**src/sv/assert_macros.svh**
```systemverilog
// Assertion helper macros shared by the knight path search RTL.
// Every macro samples on clock and is disabled while reset is high.
`ifndef ASSERT_MACROS_SVH
`define ASSERT_MACROS_SVH

// Property that must hold on every clock edge.
`define ASSERT_ALWAYS(label, prop, msg) \
   label: assert property (@(posedge clock) disable iff (reset) (prop)) else $error(msg);

// Antecedent in one cycle implies the consequent in the next.
`define ASSERT_NEXT(label, ante, cons, msg) \
   label: assert property (@(posedge clock) disable iff (reset) (ante) |=> (cons)) \
      else $error(msg);

`endif

```
**src/sv/knsp_pkg.sv**
```systemverilog
// Shared types and constants for the knight shortest path search block.
// No dependencies.
package knsp_pkg;

   localparam int MOVE_COUNT = 8;
   localparam int MAX_EMIT   = 7;

   // Knight move offsets in search order: (file, rank)
   localparam logic signed [2:0] STEP_FILE [MOVE_COUNT] =
      '{3'sd1, 3'sd2, -3'sd1, 3'sd2, 3'sd1, -3'sd2, -3'sd1, -3'sd2};
   localparam logic signed [2:0] STEP_RANK [MOVE_COUNT] =
      '{3'sd2, 3'sd1, 3'sd2, -3'sd1, -3'sd2, 3'sd1, -3'sd2, -3'sd1};

   // Controller to datapath
   typedef struct packed {
      logic load_query;  // latch start and target
      logic init;        // clear visited map, queue the start square
      logic pop_issue;   // advance queue head (read of head entry in flight)
      logic pop_take;    // load current square from queue read data
      logic exp_step;    // try one knight move from the current square
      logic walk_push;   // push current square on the path ring
      logic walk_take;   // current square <= its parent
      logic emit_load;   // load the output register with the next path square
   } cmd_type;

   // Datapath to controller
   typedef struct packed {
      logic off_board;     // start or target outside the board
      logic queue_empty;
      logic pop_is_target; // dequeued square equals target
      logic move_last;     // last of the eight moves
      logic walk_end;      // push reaches the start square or the length cap
      logic emit_last;     // final path square to emit
      logic out_free;      // output register can take a new transaction
   } status_type;

endpackage

```
**src/sv/knsp_if.sv**
```systemverilog
// Valid/ready channel interfaces for the knight path search block.
// Query channel carries start and target; result channel carries path squares.
interface knsp_req_if;
   logic       valid;
   logic       ready;
   logic [2:0] start_file;
   logic [2:0] start_rank;
   logic [2:0] target_file;
   logic [2:0] target_rank;

   modport source (output valid, output start_file, output start_rank,
                   output target_file, output target_rank, input ready);
   modport sink   (input valid, input start_file, input start_rank,
                   input target_file, input target_rank, output ready);
endinterface

interface knsp_rsp_if;
   logic       valid;
   logic       ready;
   logic [2:0] square_file;
   logic [2:0] square_rank;
   logic       last_of_path;

   modport source (output valid, output square_file, output square_rank,
                   output last_of_path, input ready);
   modport sink   (input valid, input square_file, input square_rank,
                   input last_of_path, output ready);
endinterface

```
**src/sv/knsp_ctrl.sv**
```systemverilog
// Sequencing state machine for the knight path search.
// Depends on knsp_pkg for the command and status structs.
module knsp_ctrl (
   input  logic                 clock,
   input  logic                 reset,
   input  logic                 req_valid,
   output logic                 req_ready,
   input  knsp_pkg::status_type status,
   output knsp_pkg::cmd_type    cmd
);
   import knsp_pkg::*;

   typedef enum logic [7:0] {
      ST_IDLE   = 8'b0000_0001,
      ST_INIT   = 8'b0000_0010,
      ST_POP    = 8'b0000_0100,
      ST_POPW   = 8'b0000_1000,
      ST_EXPAND = 8'b0001_0000,
      ST_WALK   = 8'b0010_0000,
      ST_WALKW  = 8'b0100_0000,
      ST_EMIT   = 8'b1000_0000
   } state_type;

   state_type state_ff;
   state_type state_in;

   assign req_ready = (state_ff == ST_IDLE);

   always_comb begin
      state_in = state_ff;
      cmd      = '0;
      unique case (state_ff)
         ST_IDLE: begin
            if (req_valid) begin
               cmd.load_query = 1'b1;
               state_in       = ST_INIT;
            end
         end
         ST_INIT: begin
            if (status.off_board) begin
               state_in = ST_IDLE;
            end else begin
               cmd.init = 1'b1;
               state_in = ST_POP;
            end
         end
         ST_POP: begin
            if (status.queue_empty) begin
               state_in = ST_IDLE;
            end else begin
               cmd.pop_issue = 1'b1;
               state_in      = ST_POPW;
            end
         end
         ST_POPW: begin
            cmd.pop_take = 1'b1;
            state_in     = status.pop_is_target ? ST_WALK : ST_EXPAND;
         end
         ST_EXPAND: begin
            cmd.exp_step = 1'b1;
            if (status.move_last) state_in = ST_POP;
         end
         ST_WALK: begin
            cmd.walk_push = 1'b1;
            state_in      = status.walk_end ? ST_EMIT : ST_WALKW;
         end
         ST_WALKW: begin
            // parent read data for the current square is ready now
            cmd.walk_take = 1'b1;
            state_in      = ST_WALK;
         end
         ST_EMIT: begin
            if (status.out_free) begin
               cmd.emit_load = 1'b1;
               if (status.emit_last) state_in = ST_IDLE;
            end
         end
         default: state_in = ST_IDLE;
      endcase
   end

   always_ff @(posedge clock) begin
      if (reset) state_ff <= ST_IDLE;
      else       state_ff <= state_in;
   end

endmodule

```
**src/sv/knsp_datapath.sv**
```systemverilog
// Search datapath: visited bits, parent and queue memories, path ring, output register.
// Depends on knsp_pkg and assert_macros.svh.
`include "assert_macros.svh"

module knsp_datapath #(
   parameter int BOARD_SIZE = 8
) (
   input  logic                 clock,
   input  logic                 reset,
   input  knsp_pkg::cmd_type    cmd,
   output knsp_pkg::status_type status,
   input  logic [2:0]           start_file,
   input  logic [2:0]           start_rank,
   input  logic [2:0]           target_file,
   input  logic [2:0]           target_rank,
   output logic                 rsp_valid,
   input  logic                 rsp_ready,
   output logic [2:0]           rsp_square_file,
   output logic [2:0]           rsp_square_rank,
   output logic                 rsp_last_of_path
);
   import knsp_pkg::*;

   localparam int FW          = $clog2(BOARD_SIZE);
   localparam int AW          = 2 * FW;
   localparam int NUM_SQUARES = BOARD_SIZE * BOARD_SIZE;
   localparam int QA          = $clog2(NUM_SQUARES);
   localparam int CW          = QA + 1;
   localparam int SW          = FW + 2;

   // query
   logic [2:0]    sf_ff, sr_ff, tf_ff, tr_ff;
   logic [2:0]    sf_in, sr_in, tf_in, tr_in;
   logic [AW-1:0] start_sq, target_sq;

   // search
   logic [FW-1:0] cur_f_ff, cur_r_ff, cur_f_in, cur_r_in;
   logic [CW-1:0] head_ff, tail_ff, head_in, tail_in;
   logic [2:0]    move_ff, move_in;
   logic [2**AW-1:0] visited_ff, visited_in;
   logic [AW-1:0] queue_mem_ff [2**QA];
   logic [AW-1:0] parent_mem_ff [2**AW];
   logic [AW-1:0] q_rdata_ff, p_rdata_ff;

   logic signed [SW-1:0] nf, nr;
   logic          on_board, can_add;
   logic [AW-1:0] nx_sq, cur_sq;

   // path walk and emit
   logic [CW-1:0] depth_ff, depth_in;
   logic [2:0]    k_ff, k_in;
   logic [AW-1:0] ring_ff [8];
   logic [2:0]    ring_rd_idx;
   logic [AW-1:0] emit_sq;

   logic          rsp_valid_ff, rsp_valid_in;
   logic [2:0]    rsp_f_ff, rsp_r_ff, rsp_f_in, rsp_r_in;
   logic          rsp_last_ff, rsp_last_in;

   assign start_sq  = {FW'(sf_ff), FW'(sr_ff)};
   assign target_sq = {FW'(tf_ff), FW'(tr_ff)};
   assign cur_sq    = {cur_f_ff, cur_r_ff};

   // one knight move from the current square
   assign nf       = signed'({2'b00, cur_f_ff}) + SW'(STEP_FILE[move_ff]);
   assign nr       = signed'({2'b00, cur_r_ff}) + SW'(STEP_RANK[move_ff]);
   assign on_board = !nf[SW-1] && !nr[SW-1] &&
                     (nf < SW'(BOARD_SIZE)) && (nr < SW'(BOARD_SIZE));
   assign nx_sq    = {nf[FW-1:0], nr[FW-1:0]};
   assign can_add  = on_board && !visited_ff[nx_sq] && (tail_ff < CW'(NUM_SQUARES));

   // ring holds the last eight pushes; start-side squares are the newest
   assign ring_rd_idx = depth_ff[2:0] - 3'd1 - k_ff;
   assign emit_sq     = ring_ff[ring_rd_idx];

   assign status.off_board     = (32'(sf_ff) >= BOARD_SIZE) || (32'(sr_ff) >= BOARD_SIZE) ||
                                 (32'(tf_ff) >= BOARD_SIZE) || (32'(tr_ff) >= BOARD_SIZE);
   assign status.queue_empty   = (head_ff == tail_ff);
   assign status.pop_is_target = (q_rdata_ff == target_sq);
   assign status.move_last     = (move_ff == 3'(MOVE_COUNT - 1));
   assign status.walk_end      = (cur_sq == start_sq) || (depth_ff == CW'(NUM_SQUARES - 1));
   assign status.emit_last     = (depth_ff == CW'(k_ff) + CW'(1)) ||
                                 (k_ff == 3'(MAX_EMIT - 1));
   assign status.out_free      = !rsp_valid_ff || rsp_ready;

   always_comb begin
      sf_in        = sf_ff;
      sr_in        = sr_ff;
      tf_in        = tf_ff;
      tr_in        = tr_ff;
      cur_f_in     = cur_f_ff;
      cur_r_in     = cur_r_ff;
      head_in      = head_ff;
      tail_in      = tail_ff;
      move_in      = move_ff;
      visited_in   = visited_ff;
      depth_in     = depth_ff;
      k_in         = k_ff;
      rsp_valid_in = rsp_valid_ff && !rsp_ready;
      rsp_f_in     = rsp_f_ff;
      rsp_r_in     = rsp_r_ff;
      rsp_last_in  = rsp_last_ff;

      if (cmd.load_query) begin
         sf_in = start_file;
         sr_in = start_rank;
         tf_in = target_file;
         tr_in = target_rank;
      end
      if (cmd.init) begin
         visited_in           = '0;
         visited_in[start_sq] = 1'b1;
         head_in              = '0;
         tail_in              = CW'(1);
      end
      if (cmd.pop_issue) head_in = head_ff + CW'(1);
      if (cmd.pop_take) begin
         {cur_f_in, cur_r_in} = q_rdata_ff;
         move_in              = '0;
         depth_in             = '0;
      end
      if (cmd.exp_step) begin
         move_in = move_ff + 3'd1;
         if (can_add) begin
            visited_in[nx_sq] = 1'b1;
            tail_in           = tail_ff + CW'(1);
         end
      end
      if (cmd.walk_push) begin
         depth_in = depth_ff + CW'(1);
         k_in     = '0;
      end
      if (cmd.walk_take) {cur_f_in, cur_r_in} = p_rdata_ff;
      if (cmd.emit_load) begin
         rsp_valid_in = 1'b1;
         rsp_f_in     = 3'(emit_sq[AW-1:FW]);
         rsp_r_in     = 3'(emit_sq[FW-1:0]);
         rsp_last_in  = (depth_ff == CW'(k_ff) + CW'(1));
         k_in         = k_ff + 3'd1;
      end
   end

   always_ff @(posedge clock) begin
      if (reset) begin
         head_ff      <= '0;
         tail_ff      <= '0;
         visited_ff   <= '0;
         rsp_valid_ff <= 1'b0;
      end else begin
         head_ff      <= head_in;
         tail_ff      <= tail_in;
         visited_ff   <= visited_in;
         rsp_valid_ff <= rsp_valid_in;
      end
      sf_ff       <= sf_in;
      sr_ff       <= sr_in;
      tf_ff       <= tf_in;
      tr_ff       <= tr_in;
      cur_f_ff    <= cur_f_in;
      cur_r_ff    <= cur_r_in;
      move_ff     <= move_in;
      depth_ff    <= depth_in;
      k_ff        <= k_in;
      rsp_f_ff    <= rsp_f_in;
      rsp_r_ff    <= rsp_r_in;
      rsp_last_ff <= rsp_last_in;
   end

   // search queue: one write, one registered read at the head
   always_ff @(posedge clock) begin
      if (cmd.init) queue_mem_ff[QA'(0)] <= start_sq;
      else if (cmd.exp_step && can_add) queue_mem_ff[tail_ff[QA-1:0]] <= nx_sq;
      q_rdata_ff <= queue_mem_ff[head_ff[QA-1:0]];
   end

   // parent table: one write, one registered read at the current square
   always_ff @(posedge clock) begin
      if (cmd.init) parent_mem_ff[start_sq] <= start_sq;
      else if (cmd.exp_step && can_add) parent_mem_ff[nx_sq] <= cur_sq;
      p_rdata_ff <= parent_mem_ff[cur_sq];
   end

   always_ff @(posedge clock) begin
      if (cmd.walk_push) ring_ff[depth_ff[2:0]] <= cur_sq;
   end

   assign rsp_valid        = rsp_valid_ff;
   assign rsp_square_file  = rsp_f_ff;
   assign rsp_square_rank  = rsp_r_ff;
   assign rsp_last_of_path = rsp_last_ff;

   `ASSERT_ALWAYS(a_head_le_tail, head_ff <= tail_ff, "queue head passed tail")
   `ASSERT_ALWAYS(a_tail_bound, tail_ff <= CW'(NUM_SQUARES), "queue tail beyond board")
   `ASSERT_NEXT(a_init_ptrs, cmd.init, (head_ff == '0) && (tail_ff == CW'(1)),
                "queue pointers wrong after init")
   `ASSERT_NEXT(a_emit_valid, cmd.emit_load, rsp_valid_ff, "emitted square not presented")

endmodule

```
**src/sv/knight_shortest_path_bfs_core.sv**
```systemverilog
// Knight shortest path by breadth-first search, one query at a time.
// Steps: latch and init, then per dequeued square a queue read plus eight move trials,
// then the target dequeue, a walk back from the target to the start square, and the
// emission of the path squares. The next query is taken the cycle after the last
// path square is loaded into the output register.
// Reset (synchronous, active high) clears controller, queue pointers, visited bits, valid.
module knight_shortest_path_bfs_core #(
   parameter int BOARD_SIZE = 8
) (
   input logic          clock,
   input logic          reset,
   knsp_req_if.sink     req_chan,
   knsp_rsp_if.source   rsp_chan
);
   import knsp_pkg::*;

   cmd_type    cmd;
   status_type status;
   logic       req_ready;

   knsp_ctrl u_ctrl (
      .clock     (clock),
      .reset     (reset),
      .req_valid (req_chan.valid),
      .req_ready (req_ready),
      .status    (status),
      .cmd       (cmd)
   );

   knsp_datapath #(
      .BOARD_SIZE (BOARD_SIZE)
   ) u_datapath (
      .clock            (clock),
      .reset            (reset),
      .cmd              (cmd),
      .status           (status),
      .start_file       (req_chan.start_file),
      .start_rank       (req_chan.start_rank),
      .target_file      (req_chan.target_file),
      .target_rank      (req_chan.target_rank),
      .rsp_valid        (rsp_chan.valid),
      .rsp_ready        (rsp_chan.ready),
      .rsp_square_file  (rsp_chan.square_file),
      .rsp_square_rank  (rsp_chan.square_rank),
      .rsp_last_of_path (rsp_chan.last_of_path)
   );

   assign req_chan.ready = req_ready;

endmodule
```
**src/flat_wrapper.sv**
```systemverilog
// flat-port wrapper written by rule: the top's interface ports become plain ports
module knight_shortest_path_bfs_core_flat import knsp_pkg::*;
#(
   parameter int BOARD_SIZE = 8
)
  (clock, reset, req_chan_valid, req_chan_start_file, req_chan_start_rank, req_chan_target_file, req_chan_target_rank, req_chan_ready, rsp_chan_valid, rsp_chan_square_file, rsp_chan_square_rank, rsp_chan_last_of_path, rsp_chan_ready);
  knsp_req_if req_chan_i ();
  knsp_rsp_if rsp_chan_i ();
  input logic clock;
  input logic reset;
  input wire logic [$bits(req_chan_i.valid)-1:0] req_chan_valid;
  input wire logic [$bits(req_chan_i.start_file)-1:0] req_chan_start_file;
  input wire logic [$bits(req_chan_i.start_rank)-1:0] req_chan_start_rank;
  input wire logic [$bits(req_chan_i.target_file)-1:0] req_chan_target_file;
  input wire logic [$bits(req_chan_i.target_rank)-1:0] req_chan_target_rank;
  output wire logic [$bits(req_chan_i.ready)-1:0] req_chan_ready;
  output wire logic [$bits(rsp_chan_i.valid)-1:0] rsp_chan_valid;
  output wire logic [$bits(rsp_chan_i.square_file)-1:0] rsp_chan_square_file;
  output wire logic [$bits(rsp_chan_i.square_rank)-1:0] rsp_chan_square_rank;
  output wire logic [$bits(rsp_chan_i.last_of_path)-1:0] rsp_chan_last_of_path;
  input wire logic [$bits(rsp_chan_i.ready)-1:0] rsp_chan_ready;
  assign req_chan_i.valid = req_chan_valid;
  assign req_chan_i.start_file = req_chan_start_file;
  assign req_chan_i.start_rank = req_chan_start_rank;
  assign req_chan_i.target_file = req_chan_target_file;
  assign req_chan_i.target_rank = req_chan_target_rank;
  assign req_chan_ready = req_chan_i.ready;
  assign rsp_chan_valid = rsp_chan_i.valid;
  assign rsp_chan_square_file = rsp_chan_i.square_file;
  assign rsp_chan_square_rank = rsp_chan_i.square_rank;
  assign rsp_chan_last_of_path = rsp_chan_i.last_of_path;
  assign rsp_chan_i.ready = rsp_chan_ready;
  knight_shortest_path_bfs_core #(.BOARD_SIZE(BOARD_SIZE)) u_core (.clock(clock), .reset(reset), .req_chan(req_chan_i), .rsp_chan(rsp_chan_i));
endmodule
```
**config.mk**
```make
export PLATFORM = sky130hd
export DESIGN_NAME = knight_shortest_path_bfs_core_flat
export DESIGN_NICKNAME = d
export VERILOG_FILES = /design/src/sv/knsp_pkg.sv /design/src/sv/knsp_if.sv /design/src/sv/knsp_ctrl.sv /design/src/sv/knsp_datapath.sv /design/src/sv/knight_shortest_path_bfs_core.sv /design/src/flat_wrapper.sv
export VERILOG_INCLUDE_DIRS = /design/src /design/src/sv
export SDC_FILE = /design/constraint.sdc
export NUM_CORES = 1
export LEC_CHECK = 0
export BUFFER_PORTS_ARGS = -buffer_cell sky130_fd_sc_hd__clkbuf_2
export CORE_MARGIN = 2
export CORE_UTILIZATION = 60
export CTS_BUF_LIST = sky130_fd_sc_hd__clkbuf_16
export CTS_CLUSTER_DIAMETER = 40
export DETAILED_ROUTE_END_ITERATION = 8
export PLACE_DENSITY_LB_ADDON = 0.1
export SYNTH_ARGS = -nofsm -noshare
export SYNTH_HDL_FRONTEND = slang
export SYNTH_SLANG_ARGS = --single-unit
```
**constraint.sdc**
```tcl
create_clock -name clock -period 9 [get_ports clock]
set_clock_uncertainty 0.1 [all_clocks]
set_input_delay 0.9 -clock clock [delete_from_list [all_inputs] [get_ports clock]]
set_output_delay 0.9 -clock clock [all_outputs]
set_load 0.01 [all_outputs]
```
---- Word level (Yosys, flattened, before mapping) ----
Memory sizes are Yosys's and may differ from the RTL's. A register that Yosys moved wholly into a read port is not among the register bits.
Cells that the tools add are included.
word-level totals
  flip-flop bits (word level) ............. 119
  memories ................................ 5
  memory bits (read-only) ................. 48
  output and inout port bits .............. 9
  bits in writable memories ............... 816
  input bits .............................. 16
  word-level logic and storage cells ...... 145
operators by class
  eq/ne operators ......................... 19
  order comparisons ....................... 8
  bitwise operators ....................... 2
  muxes and demuxes ....................... 61
  reduce and logical (&&, ||, !) cells .... 25
  add/sub/neg operators ................... 10
memory list
  memory                           depth  bits a word  read ports  clocked after Yosys merged registers in  write ports  line                 source
  u_core.u_datapath.parent_mem_ff  64     6            1           1                                        1            knsp_datapath.sv:42  logic [AW-1:0] parent_mem_ff [2**AW];
  u_core.u_datapath.queue_mem_ff   64     6            1           1                                        1            knsp_datapath.sv:41  logic [AW-1:0] queue_mem_ff [2**QA];
  u_core.u_datapath.ring_ff        8      6            1           1                                        1            knsp_datapath.sv:52  logic [AW-1:0] ring_ff [8];
  (name not given)                 8      3            1           0                                        0            knsp_datapath.sv:66  assign nr = signed'({2'b00, cur_r_ff}) + SW'(STEP_RANK[move_ff]);
  (name not given)                 8      3            1           0                                        0            knsp_datapath.sv:65  assign nf = signed'({2'b00, cur_f_ff}) + SW'(STEP_FILE[move_ff]);
operators with widths
  cell                                                                                  number
  64-bit 2-to-1 mux                                                                     3
  64-bit OR                                                                             1
  8-bit case mux with 8 select lines                                                    1
  7-bit 2-to-1 mux                                                                      7
  8-bit 2-to-1 mux                                                                      5
  3-bit 2-to-1 mux                                                                      12
  6-bit 2-to-1 mux                                                                      5
  1-bit 2-to-1 mux                                                                      24
  7-bit by 1-bit adder with 7-bit output (second input constant)                        3
  6-bit by 7-bit less-than comparator with 1-bit output (second input constant)         2
  1-bit demux with 6-bit select                                                         2
  6-bit equality test                                                                   2
  6-bit by 1-bit greater-or-equal comparator with 1-bit output (second input constant)  2
  6-bit OR reduction                                                                    2
  4-bit by 3-bit adder with 5-bit output                                                2
  5-bit less-than comparator (second input constant)                                    2
  2-bit nonzero test                                                                    5
  1-bit logical AND                                                                     9
  8-bit by 1-bit equality test with 1-bit output (second input constant)                1
  8-bit by 2-bit equality test with 1-bit output (second input constant)                1
  8-bit by 3-bit equality test with 1-bit output (second input constant)                1
  8-bit by 4-bit equality test with 1-bit output (second input constant)                1
  8-bit by 5-bit equality test with 1-bit output (second input constant)                1
  8-bit by 6-bit equality test with 1-bit output (second input constant)                1
  20 further kinds                                                                      30

---- Longest topological paths before layout ----
  depth in word-level cells ............... 17
  gate-level depth with buffers ........... 17
  mapped depth without buffers ............ 14

---- Hierarchy ----
A second synthesis with hierarchy kept.
unflattened totals
  cells, all modules ...................... 2139
  area, all modules ....................... 39509.1 um^2
modules (own cells, without submodules)
  module         seq. area each (um^2)  area each (um^2)  instances  cells an instance
  knsp_datapath  27466.3                38976.1           1          2073
  knsp_ctrl      160.2                  533.0             1          66

---- Worst setup path after synthesis ----
OpenSTA, ideal clock, no wires.
  path kind ............................... register -> register
  from .................................... register u_core.u_datapath.cur_r_ff[2]
  to ...................................... memory u_core.u_datapath.parent_mem_ff[0][4] (netlist name), data pin
  library setup time ...................... 0.702 ns
  buffers on the path ..................... 7
  data arrival time ....................... 6.017 ns
  clock period less this slack ............ 6.819 ns
  required time ........................... 8.198 ns
  path slack .............................. 2.181 ns
  stages on the path, launching flop included .. 16
  path through ............................ edfxtp_1 clkbuf_1 clkbuf_1 inv_1 ha_1 xnor2_2 buf_2 buf_2 a311oi_1 o221ai_1 o211ai_1 and4b_1 buf_4 buf_6 buf_2 o21ai_0
between the ends
  longest elaborated chain between the ends .. 13
  elaborated cells on any way between the ends .. 17
  those cells by class .................... add/sub (1); order compare (1); mux (6); reduce/logical (9)
ends and longest elaborated chain
  item                                                                                               line                  source
  from (decl)                                                                                        knsp_datapath.sv:37   logic [FW-1:0] cur_f_ff, cur_r_ff, cur_f_in, cur_r_in;
  from (signal assigned)                                                                             knsp_datapath.sv:160  cur_r_ff <= cur_r_in;
  4-bit by 3-bit adder with 5-bit output (*)                                                         knsp_datapath.sv:66
  parallel branches: the longest is 4 deep, another holds 1-bit binary-select mux with 6-bit select  --
  1-bit logical AND (*) (2 in series)                                                                knsp_datapath.sv:70   assign can_add = on_board && !visited_ff[nx_sq] && (tail_ff < CW'(NUM_SQUARES));
  1-bit logical AND (*)                                                                              knsp_datapath.sv:179  else if (cmd.exp_step && can_add) parent_mem_ff[nx_sq] <= cur_sq;
  1-bit 2-to-1 mux (*)                                                                               knsp_datapath.sv:179
  1-bit 2-to-1 mux (*)                                                                               knsp_datapath.sv:178  if (cmd.init) parent_mem_ff[start_sq] <= start_sq;
  1-bit 2-to-1 mux (implied by the code) (*)                                                         knsp_datapath.sv:179
  6-bit OR reduction (no line) (*)                                                                   --
  6-bit 2-to-1 mux (no line) (*)                                                                     --
  to (decl)                                                                                          knsp_datapath.sv:42
Mark *: on every way between the ends. The select of a mux whose other input is x is not followed.

---- Worst setup path in the final report ----
  from .................................... register u_core.u_datapath.move_ff[0]
  to ...................................... memory u_core.u_datapath.parent_mem_ff[13][2] (netlist name), enable pin
between the ends
  longest elaborated chain between the ends .. 17
  elaborated cells on any way between the ends .. 28
  those cells by class .................... add/sub (2); order compare (2); mux (11); bitwise (1); reduce/logical (10); memory (2)
ends and longest elaborated chain
  item                                                                                             line                                      source
  from (decl)                                                                                      knsp_datapath.sv:39                       logic [2:0] move_ff, move_in;
  from (signal assigned)                                                                           knsp_datapath.sv:161                      move_ff <= move_in;
  3-bit inverter with 4-bit output (implied by the code) (*)                                       knsp_datapath.sv:65, knsp_datapath.sv:66
  parallel branches: the longest is 16 deep, another holds 4-bit by 3-bit adder with 5-bit output  --
Marked as above.

==> flow_metrics.tcl <==
set metrics [dict create \
    grt_max_degree 108 \
    finalHoldViolCount 0 \
    vias 21979 \
    synth_fp_nets 2293 \
    critPathCaptureType "flip-flop" \
    multi_input_area_mm2 0.0112 \
    cts-root-buf "clkbuf_16" \
    p_sw_frac 0.213 \
    cts_buffers 118 \
    pwr-share-seq 0.495 \
    path_clk_slew_ps 60 \
    layout.filler_cells 4175 \
    grt_use_total 0.292 \
    synth_top_family_by_area "multiplexers" \
    hold_ws_ps 294 \
    core_mm2 0.0654 \
    dp_hpwl_um 59300 \
    cpPeakStageDelay_ps 800 \
    remaining_drc_errors 0 \
    synth_warnings 0 \
    syn_to_final_growth_pct 12.9 \
    finalSetupViolations 0 \
    nets 2343 \
    synth_compound_area_frac 0.0374 \
    synth_fa_ha_area_frac 0.00754 \
    ctsHoldBuffers 0 \
    power_density_mw_per_mm2 220 \
    drt_iter0_drc 3200 \
    port-buffer-count 24 \
    overflow 0 \
    viasPerCell 6.72 \
    grt_pass1_vias 21595 \
    synthSimpleGateAreaFrac 0.0652 \
    crit_fanout 61 \
    io_pins 25 \
    worstPathArrival_ps 6200 \
    rsz0062_at_grt "no" \
    outcome "complete, no violations" \
    synth_edf_count 854 \
    synthArstFlopShare 0 \
    pwr-share-comb 0.019 \
    final-seq-area_mm2 0.0276 \
    wl_per_cell_um 29.6 \
    finalPower_mw 9.81 \
    rrSetupSlack_ps 2990 \
    clock_latency_ps 690 \
    internal-power_mw 7.72 \
    cts_tree "built" \
    max_freq_ghz 0.167 \
    final_util 0.682 \
    place_congestion 0.947 \
    timing.final.crit_share 0.667 \
    synthCells 2255 \
    power.switching_mw 2.09 \
    ctsResizeCount 0 \
    firstDrtPassIters 6 \
    maxCapViolCount 0 \
    rr_worst_depth 15 \
    ys_types 67 \
    whs_path_depth 1 \
    cts_max_path_buffers 3 \
    synth.area.mux_share 0.165 \
    crit_type "flip-flop to flip-flop" \
    ys_ff_latch 953 \
    avgSynthCellArea_um2 17.5 \
    start_util 0.604 \
    cellLeakagePower_nw 13.9 \
    pwr-share-clk 0.486 \
    core.rowCount 94 \
    maxSlewViolCount 0 \
    finalWirelength_um 96800 \
    drive_above_1_share 0.266 \
    post_cts_buffers 0 \
    worst_pin_slew_ps 1370 \
    antenna_left 0 \
    min_period_ps 6010 \
    antenna_found_initial 0 \
    vdd_drop_max_v 0.000188 \
    synthXorXnorAreaFrac 0.00792 \
    fin_tns_setup_ps 0 \
    dieArea_mm2 0.0679 \
    grt_pass1_wl_um 144000 \
    crit_path_start_kind "flip-flop" \
    clkSinkCount 953 \
    fp.dieW_um 261 \
    ys.flop_type "edfxtp_1" \
    hold_class "input port to flip-flop" \
    maxSlewHeadroom 0.0846 \
    crit_chain "inv_1 -> ha_1 -> or2_2 -> ha_1 -> inv_1 -> fa_1 -> xnor2_2 -> nor3_1 -> and3_1 -> a22o_1 -> a2111oi_0 -> and4b_2 -> buf_4 -> nand4_1 -> a21oi_1" \
    antennaDiodeCount 0 \
    cts-htree-levels 3 \
    fp.dieH_um 261 \
    worstPathRequired_ps 9200 \
    synth-seq-area-share 0.700 \
    cp_slowest_cell "a21oi_1" \
    synth_area_mm2 0.0395 \
]
power groups by stage:
stage | logic [mW] | registers (mW) | clock network [mW]
4_1_cts | 0.183 | 4.86 | 4.82
3_5_place_dp | 0.182 | 4.95 | 0
2_1_floorplan | 0.0959 | 4.94 | 0
5_1_grt | 0.196 | 4.86 | 4.99
3_3_place_gp | 0.177 | 4.95 | 0
6_report | 0.183 | 4.86 | 4.77
final cells by class:
class / count / area share
clock buffer: 118 / 0.0663
clock inverter: 105 / 0.0243
inverter: 20 / 0.00168
multi-input combinational: 1137 / 0.252
sequential: 953 / 0.620
tap: 864 / 0.0243
timing repair buffer: 75 / 0.0116
critical path: cells and delay by family (launching register included):
kind / cells / cell delay, ps
compound gates: 3 / 1320
xor+xnor: 1 / 550
fa+ha+maj: 3 / 840
buf+inv: 3 / 800
flops: 1 / 500
simple gates: 5 / 1510
synth_stat cells, types with 5 or more instances:
library cell  count  area [um^2]
mux2_2           27          304
clkbuf_1         88          330
mux4_2          270         6080
nor2_1          105          394
a21o_1           15          113
xnor2_1          17          149
o21ai_0          68          340
o21ai_1          14         70.1
buf_1            32          120
and2_1            5         31.3
or2_2            41          257
nor2b_1           9         56.3
a31oi_1           9         56.3
a21oi_1         133          666
nand3_1          48          240
buf_2            19         95.1
nor3b_1          11         82.6
dfxtp_1          99         1980
nand2b_1          7         43.8
nand3b_1         24          180
o31ai_1           6         45.0
and3_1           11         68.8
ha_1             19          238
nand2_1         129          484
mux2i_1          11          110
or3_1             8         50.1
inv_1            19         71.3
o32ai_1           5         43.8
xor2_1           15          131
edfxtp_1        854        25600
nor3_1           74          370
sequential cells by signal (all words and copies together), names as in the netlist:
signal	flops
u_core.u_ctrl.state_ff	8
u_core.u_datapath.cur_f_ff	3
u_core.u_datapath.cur_r_ff	3
u_core.u_datapath.depth_ff	7
u_core.u_datapath.head_ff	7
u_core.u_datapath.k_ff	3
u_core.u_datapath.move_ff	3
u_core.u_datapath.p_rdata_ff	6
u_core.u_datapath.parent_mem_ff	384
u_core.u_datapath.q_rdata_ff	6
u_core.u_datapath.queue_mem_ff	384
u_core.u_datapath.ring_ff	48
u_core.u_datapath.rsp_last_of_path	1
u_core.u_datapath.rsp_square_file	3
u_core.u_datapath.rsp_square_rank	3
u_core.u_datapath.rsp_valid	1
u_core.u_datapath.sf_ff	3
u_core.u_datapath.sr_ff	3
u_core.u_datapath.tail_ff	7
u_core.u_datapath.tf_ff	3
u_core.u_datapath.tr_ff	3
u_core.u_datapath.visited_ff	64
kinds of logic after synthesis:
logic type                 count (synthesis)
adders and majority gates                 22
xor gates and xnor gates                  34
muxes                                    309
AOI/OAI and AO/OA                        268
buffers and inverters                    165
and+or+nand+nor                          504
DFF                                      953
final timing paths:
kind | startpoint | to
min reg2reg | u_core.u_datapath.visited_ff[33]$_SDFF_PP0_ | u_core.u_datapath.visited_ff[33]$_SDFF_PP0_
min | req_chan_start_rank[1] | u_core.u_datapath.sr_ff[1]$_DFFE_PP_
max reg2reg | u_core.u_datapath.move_ff[0]$_SDFFCE_PP0P_ | u_core.u_datapath.parent_mem_ff[13][2]$_DFFE_PP_
max | u_core.u_datapath.move_ff[0]$_SDFFCE_PP0P_ | u_core.u_datapath.parent_mem_ff[13][2]$_DFFE_PP_
through the flow:
stage / area, um^2 / instances / setup WS [ps]
6_report: 44600 / 3272 / 2990
2_1_floorplan: 39500 / 2255 / 2180
4_1_cts: 44600 / 3272 / 3000
3_5_place_dp: 40500 / 3049 / 3050
5_1_grt: 44600 / 3272 / 2560
3_3_place_gp: 40500 / 3049 / 3120
layer usage:
metal  global-route usage  wire, um  vias to the layer above
met2                0.438     44900                     1327
met3               0.0545      9780                      201
met5                    0         0                        -
li1                     -         -                     9171
met4                0.102      3000                        0
met1                0.437     39100                    11280
cells in the final DEF, fill, tap and decap left out, drive strengths merged, types with 4 or more instances in the layout:
cell / count
xor2: 15
and4b: 4
bufinv: 14
a31oi: 9
nand2b: 7
inv: 55
o31ai: 6
clkinvlp: 9
nand3: 49
nand4: 5
o32ai: 5
a21oi: 133
and3: 11
mux2: 28
buf: 51
or3: 8
nor2b: 9
nor3b: 11
nor4: 4
nand4b: 6
and2: 6
or2: 42
mux2i: 11
nand2: 131
clkbuf: 142
edfxtp: 854
dfxtp: 99
a21o: 15
nor3: 75
xnor2: 19
clkinv: 47
o21ai: 82
mux4: 270
nor2: 105
nand3b: 25
ha: 19
(Power assumes the default switching activity.)
